$ cat src/sv/stgr_pkg.sv
// Shared types, register indexes and helpers for the scaled glyph renderer.
`default_nettype none
package stgr_pkg;

   // Register indexes on the configuration port
   localparam logic [2:0] REG_GLYPH_WIDTH  = 3'd0;
   localparam logic [2:0] REG_GLYPH_HEIGHT = 3'd1;
   localparam logic [2:0] REG_GLYPH_STRIDE = 3'd2;
   localparam logic [2:0] REG_COLUMN_GAP   = 3'd3;
   localparam logic [2:0] REG_LINE_GAP     = 3'd4;
   localparam logic [2:0] REG_HSCALE       = 3'd5;
   localparam logic [2:0] REG_VSCALE       = 3'd6;

   // Result kinds
   localparam logic [1:0] KIND_WINDOW = 2'd0;
   localparam logic [1:0] KIND_ROW    = 2'd1;
   localparam logic [1:0] KIND_STOP   = 2'd2;

   // Character codes
   localparam logic [7:0] CODE_LOW     = 8'd32;
   localparam logic [7:0] CODE_HIGH    = 8'd127;
   localparam logic [7:0] NEWLINE_CODE = 8'd10;

   // Width of the value fed to the address reduction unit
   localparam int RED_W = 13;

   typedef struct packed {
      logic [4:0] glyph_width;
      logic [3:0] glyph_height;
      logic [5:0] glyph_stride;
      logic [3:0] column_gap;
      logic [3:0] line_gap;
      logic [2:0] horizontal_scale;
      logic [2:0] vertical_scale;
   } cfg_type;

   // Controller to datapath commands
   typedef struct packed {
      logic capture;
      logic write;
      logic stop;
      logic newline;
      logic place;
      logic window;
      logic read;
      logic fill;
      logic row;
      logic next_rep;
      logic next_row;
      logic advance;
   } cmd_type;

   // Datapath to controller status
   typedef struct packed {
      logic red_done;
      logic stopped;
      logic bottom_fail;
      logic newline;
      logic need_byte;
      logic rep_last;
      logic row_last;
   } sts_type;

   // Saturate a coordinate sum at 4095
   function automatic logic [11:0] sat_coord(input logic [12:0] v);
      sat_coord = v[12] ? 12'hFFF : v[11:0];
   endfunction

endpackage
`default_nettype wire

$ cat src/sv/stgr_ctrl.sv
// Controller state machine sequencing loads, checks, windows and glyph rows.
`default_nettype none
module stgr_ctrl (
   input  wire logic          clock,
   input  wire logic          reset,
   input  wire logic          req_valid,
   input  wire logic          req_mode,
   output logic               req_stall,
   output logic               rsp_valid,
   input  wire logic          rsp_stall,
   input  stgr_pkg::sts_type  sts,
   output stgr_pkg::cmd_type  cmd
);
   import stgr_pkg::*;

   typedef enum logic [3:0] {
      S_IDLE,
      S_LOAD,
      S_CHECK,
      S_BASE,
      S_WIN,
      S_NEED,
      S_FILL,
      S_ROW,
      S_STOP
   } state_type;

   state_type state_ff, state_in;
   logic      accept;

   assign accept    = req_valid && !req_stall;
   assign req_stall = (state_ff != S_IDLE);
   assign rsp_valid = (state_ff == S_WIN) || (state_ff == S_ROW) || (state_ff == S_STOP);

   // Next state and commands
   always_comb begin
      state_in = state_ff;
      cmd      = '0;
      unique case (state_ff)
         S_IDLE: begin
            if (accept) begin
               cmd.capture = 1'b1;
               state_in    = req_mode ? S_CHECK : S_LOAD;
            end
         end
         S_LOAD: begin
            if (sts.red_done) begin
               cmd.write = 1'b1;
               state_in  = S_IDLE;
            end
         end
         S_CHECK: begin
            if (sts.stopped) begin
               state_in = S_IDLE;
            end else if (sts.bottom_fail) begin
               cmd.stop = 1'b1;
               state_in = S_STOP;
            end else if (sts.newline) begin
               cmd.newline = 1'b1;
               state_in    = S_IDLE;
            end else begin
               cmd.place = 1'b1;
               state_in  = S_BASE;
            end
         end
         S_BASE: begin
            if (sts.red_done) begin
               cmd.window = 1'b1;
               state_in   = S_WIN;
            end
         end
         S_WIN: begin
            if (!rsp_stall) state_in = S_NEED;
         end
         S_NEED: begin
            if (sts.need_byte) begin
               cmd.read = 1'b1;
               state_in = S_FILL;
            end else begin
               cmd.row  = 1'b1;
               state_in = S_ROW;
            end
         end
         S_FILL: begin
            cmd.fill = 1'b1;
            state_in = S_NEED;
         end
         S_ROW: begin
            if (!rsp_stall) begin
               if (!sts.rep_last) begin
                  cmd.next_rep = 1'b1;
               end else if (sts.row_last) begin
                  cmd.advance = 1'b1;
                  state_in    = S_IDLE;
               end else begin
                  cmd.next_row = 1'b1;
                  state_in     = S_NEED;
               end
            end
         end
         S_STOP: begin
            if (!rsp_stall) state_in = S_IDLE;
         end
         default: state_in = S_IDLE;
      endcase
   end

   // Hold state
   always_ff @(posedge clock) begin
      if (reset) begin
         state_ff <= S_IDLE;
      end else begin
         state_ff <= state_in;
      end
   end

endmodule
`default_nettype wire

$ cat config.mk
export PLATFORM = sky130hd
export DESIGN_NAME = stgr_ctrl
export DESIGN_NICKNAME = d
export VERILOG_FILES = /design/src/sv/stgr_pkg.sv /design/src/sv/stgr_ctrl.sv
export SDC_FILE = /design/constraint.sdc
export NUM_CORES = 1
export LEC_CHECK = 0
export ABC_AREA = 1
export BUFFER_PORTS_ARGS = -buffer_cell sky130_fd_sc_hd__buf_2
export CORE_AREA = 2 2 39 41
export DETAILED_ROUTE_END_ITERATION = 10
export DIE_AREA = 0 0 41 43
export GPL_ROUTABILITY_DRIVEN = 0
export GPL_TIMING_DRIVEN = 0
export PLACE_DENSITY_LB_ADDON = 0.12
export SLEW_MARGIN = 10
export SYNTH_ARGS = -nofsm -noshare
export SYNTH_HDL_FRONTEND = slang
export SYNTH_SLANG_ARGS = --single-unit
$ cat constraint.sdc
create_clock -name clock -period 1.2 [get_ports clock]
set_input_delay 0.3 -clock clock [delete_from_list [all_inputs] [get_ports clock]]
set_output_delay 0.3 -clock clock [all_outputs]
set_load 0.01 [all_outputs]
==> results of run 1 <==
final cells by class:
| type | count | share of cell area |
|---|---|---|
| inverters | 17 | 0.0731 |
| multi-input cells | 67 | 0.483 |
| repair buffers | 43 | 0.298 |
| well taps | 16 | 0.0213 |
| flip-flops and latches | 4 | 0.101 |
| clock buffers | 3 | 0.0239 |
worst paths after layout:
| check | slack, ns | to | from | cells past startpoint |
|---|---|---|---|---|
| setup reg to reg | -0.16 | state_ff[1] | state_ff[2] | 10 |
| hold reg to reg | 0.52 | state_ff[2] | state_ff[2] | 2 |
| hold / removal | 0.26 | state_ff[1] | reset | 2 |
| setup / recovery | -0.30 | cmd[5] | state_ff[3] | 6 |
critical path: stages (launching register included):
cell and delay, ns:
dfxtp_4 0.36, inv_2 0.07, nand2_1 0.09, nor2_2 0.17
inv_1 0.07, nor2_1 0.07, buf_2 0.13
per-stage QoR:
stage | utilization | power [mW]
floorplan | - | 0.375
finish | 0.680 | 0.820
global placement | 0.476 | 0.466
CTS | 0.606 | 0.731
global route | 0.680 | 0.889
detailed placement | 0.476 | 0.468
cells in the mapped netlist:
cell type and instances:
a21oi_1 5, dfxtp_1 4, inv_1 14, inv_2 3, nand2_1 20, nand2_2 2
nand2_4 2, nand3_1 15, nand3_2 1, nand3b_1 1, nor2_1 12, nor2_2 3
nor2_4 1, nor3_1 3, nor4_1 2
logic make-up (layout without fill, tap and decap cells):
logic type,count (synthesis),after routing,share of synthesized area
AO/OA/AOI/OAI,5,5,0.0528
buffers and inverters,17,63,0.135
flip-flops,4,4,0.169
AND/OR/NAND/NOR,62,62,0.644
power by group through the flow:
| stage | logic [mW] | registers [mW] | clock network [mW] |
|---|---|---|---|
| 2_1_floorplan | 0.202 | 0.173 | 0 |
| 3_3_place_gp | 0.288 | 0.178 | 0 |
| 3_5_place_dp | 0.289 | 0.179 | 0 |
| 4_1_cts | 0.379 | 0.185 | 0.167 |
| 5_1_grt | 0.514 | 0.193 | 0.183 |
| 6_report | 0.471 | 0.191 | 0.158 |
timing repair:
item / CTS / global route
endpoints found under the setup margin: 17 / 17
hold buffers: 0 / 0
gates resized for setup: 28 / 9
buffers inserted: 8 / 10
pin swaps: 11 / 9
cell usage in the layout, fill, tap and decap left out, types with 5 or more instances in the layout:
master   synthesis  layout
buf_2            0      23
buf_4            0      16
nand2_1         20      15
nand3_1         15      12
inv_1           14      11
nor2_1          12       7
nor2_4           1       6
nand2_4          2       5
routing by layer:
layer / GRT usage / up-vias / routed length [µm]
li1: - / 369 / -
met1: 0.228 / 312 / 677
met2: 0.306 / 19 / 832
met3: 0.0157 / 2 / 61
met4: 0.0867 / 0 / 6
met5: 0 / - / 0
==> results by group, run 1 <==
Synth
  – Synthesized netlist net count: 100
  – Synth warnings: 0
  – Post-synth top area share: 0.169
  – Synth area leader: dfxtp_1
  – Number of synthesized register bits: 4
  – Top post-synthesis cells by area: dfxtp_1 (17%), nand2_1 (16%), nand3_1 (16%)
  – Syn Inst Count: slightly below 90
  – Synthesized area per cell: approximately 5.4 µm²
  – Synthesized cell area: 474 µm²
  – Seq/Total Area, Yosys: 0.169
  – Distinct cell type count after synthesis: 15

GRT
  – First-pass GRT wire length: between 2000 and 2500 µm
  – Initial antenna violation count: 0
  – GRT overflow: 0
  – GR Util All Layers: 0.186
  – Vias in the first global route: ~600
  – Largest net degree at the start of global routing: 8

Min path
  – Worst hold path type: in -> reg

Critical path
  – Type of origin of the critical path: flip-flop
  – CP max FO: 4
  – Worst path required time: 0.90 ns
  – Worst setup EP type: output port
  – Crit path DAT: 1.20 ns
  – WS Path Type: reg -> out

Pwr
  – Clock power share: 0.192
  – Psw: about 330 µW
  – P_leak: approximately 0.52 nW
  – Net Sw Frac: 0.408
  – Comb power frac: 0.575
  – Cell Pwr Density: about 870 nW/µm²
  – Seq pwr share: 0.233
  – Peak VDD IR: roughly 0.77 mV
  – Internal power: 485 µW

Routing
  – Post-route DRC: 0
  – Pre-antenna DRT Iters: 4
  – Vias: ~700
  – Vias/cell: about 4.7
  – Drt initial violations: 6
  – Antenna-violating nets left: 0
  – Routed wire length: ~1600 µm
  – Routed len/inst: ~11 µm

Timing
  – RSZ-0062 raised after global routing: yes
  – Slew Viols, Final: 0
  – Fin worst setup slack: -0.296 ns
  – Final worst path period share: 1.25
  – Slew HR: 0.866
  – Hold slack: roughly 0.26 ns
  – Skew final: around 0.0011 ns
  – # setup viols final: 17
  – Final hold violation count: 0
  – Worst-Margin Slew: around 0.20 ns
  – Setup TNS: -3.73 ns
  – Final min period: roughly 1.5 ns
  – Fmax: approximately 670 MHz

Layout
  – Regs by FF count: state_ff (4)
  – Non-filler cells, final: 150
  – Seq. cell area: 95.1 µm²
  – Ant. Diodes: 0
  – Area Overhead vs Synth: 98.4%
  – Final nets: around 150
  – Fillers: ~130
  – Layout cell share with drive strength beyond 1: 0.619
  – Most flops, register: state_ff
  – Area of the multi-input gates: between 400 and 500 µm²
  – Final instance area: 941 µm²
  – Largest register FFs: 4

CTS
  – Clock transition at path regs: about 0.03 ns
  – Clock insertion delay at the later pin of the skew report: approximately 0.23 ns
  – Bufs on Longest Clock Path: 2
  – CTS Buf Count: 3
  – Clock sink total: 4
  – TritonCTS clock tree: yes
  – Clk root buf: clkbuf_4
  – H-tree depth: 1

Die
  – Core ar.: 1380 µm²
  – Io pins: 26
  – Total die area: 1760 µm²
  – Die width: 41 µm
  – Die H: roughly 43 µm
  – FP Rows: 14
  – Initial core utilization: 0.343

Place
  – Pre-CTS WS: -0.252 ns
  – DP HPWL: between 1000 and 1500 µm
  – Placed inst area: ~660 µm²
  – Dpl cells: around 130
  – Port buffer count: 25

Run status
  – Failing checks: setup timing
  – Status: finished with violations

Flow run
  – Max Cap Violations: 0
Note: power is estimated with default switching activity, not from simulation.
==> run 2, diff against run 1 <==
SETUP_SLACK_MARGIN = 0.15   (was default)
==> run 2 against run 1 <==
- the run still ends with setup timing left
- total power rose by 5.0%
- register-to-register slack improved by 0.07 ns
- hold slack improved by 0.013 ns
- clock-buffer cell count rose by 1
- wire length rose by 5.3%
- global-route usage rose by 1.7 points
- largest cell class unchanged
==> results by group, run 2 (synthesis gave the netlist of run 1 again) <==
Place
  – Dpl cells: between 100 and 150
  – Port buffer count: 25
  – DP HPWL: around 1100 µm

Critical path
  – CP max FO: 5
  – FF-to-FF setup slack: -0.09 ns
  – Crit path DAT: between 1 and 1.5 ns
  – Worst path required time: 0.90 ns
  – R2R Path End: state_ff[0]
  – Worst setup EP type: output port
  – R2R depth: 9
  – FF-to-FF Start: state_ff[2]
  – WS Path Type: reg -> out
  – Type of origin of the critical path: flip-flop

Layout
  – Seq. cell area: 95.1 µm²
  – Most common cell after layout, fill and taps aside: buf_2
  – Final nets: 141
  – Most flops, register: state_ff
  – Non-filler cells, final: between 100 and 150
  – Regs by FF count: state_ff (4)
  – Largest register FFs: 4
  – Layout cell share with drive strength beyond 1: 0.695
  – Fillers: about 120
  – Area Overhead vs Synth: 110%
  – Ant. Diodes: 0
  – Area of the multi-input gates: ~540 µm²
  – Most frequent cells in the layout: buf_2 (21), nand2_1 (12), nand3_1 (10)

Timing
  – Slew HR: 0.846
  – Slew Viols, Final: 0
  – Fin worst setup slack: -0.305 ns
  – Fmax: between 600 and 700 MHz
  – Skew final: ~0.0017 ns
  – Final worst path period share: 1.25
  – # setup viols final: 17
  – RSZ-0062 raised after global routing: yes
  – Final hold violation count: 0
  – Final min period: 1.51 ns
  – Worst-Margin Slew: around 0.23 ns
  – Setup TNS: -3.52 ns

Die
  – FP Rows: 14
  – Initial core utilization: 0.343
  – Die H: ~43 µm
  – Core ar.: 1380 µm²
  – Io pins: 26
  – Die width: 41 µm
  – Total die area: between 1500 and 2000 µm²

Run status
  – Failing checks: setup timing
  – Status: finished with violations

Pwr
  – Peak VDD IR: a little over 0.9 mV
  – Psw: between 300 and 400 µW
  – Cell Pwr Density: 863 nW/µm²
  – Comb power frac: 0.552
  – Net Sw Frac: 0.434
  – P_leak: ~0.52 nW
  – Seq pwr share: 0.235
  – Internal power: approximately 490 µW
  – Clock power share: 0.213

Routing
  – Post-route DRC: 0
  – Vias: 706
  – Routed wire length: approximately 1700 µm
  – Drt initial violations: 6
  – Antenna-violating nets left: 0
  – Vias/cell: 4.90
  – Pre-antenna DRT Iters: 4
  – Routed len/inst: 11.5 µm

GRT
  – Largest net degree at the start of global routing: 8
  – Vias in the first global route: roughly 610
  – GR Util All Layers: 0.203
  – GRT overflow: 0
  – First-pass GRT wire length: roughly 2500 µm
  – Initial antenna violation count: 0

CTS
  – Clock transition at path regs: 0.04 ns
  – Clock sink total: 4
  – Clk root buf: clkbuf_4
  – Bufs on Longest Clock Path: 2
  – TritonCTS clock tree: yes
  – H-tree depth: 1
  – CTS Buf Count: 3
  – Clock insertion delay at the later pin of the skew report: ~0.24 ns
  – Post-CTS Hold Fix Bufs: 0

Min path
  – Hold path start: reset
  – Worst Hold Endpoint: state_ff[2]
  – Worst hold path type: in -> reg
  – Worst hold path stage count: 2

Flow run
  – Max Cap Violations: 0
run 2: cell types whose count changed in the layout (fill, tap and decap cells not counted), sizes merged:
cell,before,now
clkbuf,3,4
buf,43,36
run 2: power by group through the flow:
stage | Sequential (mW) | Clock, mW | Combinational (mW)
after floorplan | 0.183 | 0 | 0.230
after global placement | 0.187 | 0 | 0.320
after detailed placement | 0.189 | 0 | 0.322
after CTS | 0.186 | 0.192 | 0.406
after global routing | 0.206 | 0.217 | 0.511
final | 0.202 | 0.183 | 0.475
run 2: cell type report:
cell class              count  area share
repair buffers             36       0.245
inverters                  17      0.0740
clock buffers               4      0.0263
well taps                  16      0.0201
multi-input cells          67       0.540
flip-flops and latches      4      0.0954
run 2: stage by stage:
stage	total power [mW]	hold WS, ns	cell area, µm²	setup slack [ns]	util
6_report	0.861	0.277	997	-0.305	0.721
5_1_grt	0.933	0.263	997	-0.393	0.721
4_1_cts	0.784	0.248	878	-0.335	0.635
3_5_place_dp	0.511	0.498	726	-0.137	0.524
3_3_place_gp	0.507	0.497	726	-0.132	0.524
2_1_floorplan	0.413	0.359	581	0.0364	-
run 2: critical path: stages (launching register included):
cell     delay, ns
dfxtp_4       0.39
inv_4         0.05
nor2_4        0.16
nand2_4       0.10
nor4_4        0.12
buf_2         0.16
run 2: timing repair:
action,4_1_cts,5_1_grt
gates resized for setup,18,23
cloned,0,0
buffers inserted,7,4
setup endpoints to repair,18,18
pin swaps,15,9
run 2: how the worst max path moves through the flow:
| stage | start | to | slack, ns | cells past startpoint |
|---|---|---|---|---|
| after detailed placement | state_ff[2] | cmd[9] | -0.14 | 6 |
| after CTS | state_ff[2] | cmd[0] | -0.33 | 5 |
| after global routing | state_ff[2] | cmd[0] | -0.39 | 5 |
| after floorplan | state_ff[2] | cmd[1] | 0.04 | 4 |
| final | state_ff[2] | cmd[0] | -0.31 | 5 |
| after global placement | state_ff[2] | cmd[9] | -0.13 | 6 |
run 2: layer usage:
layer / up-vias / GRT usage / part of all wire
li1: 357 / - / -
met1: 318 / 0.256 / 0.39
met2: 31 / 0.334 / 0.55
met3: 0 / 0.0785 / 0.067
met4: 0 / 0 / 0
met5: - / 0 / 0
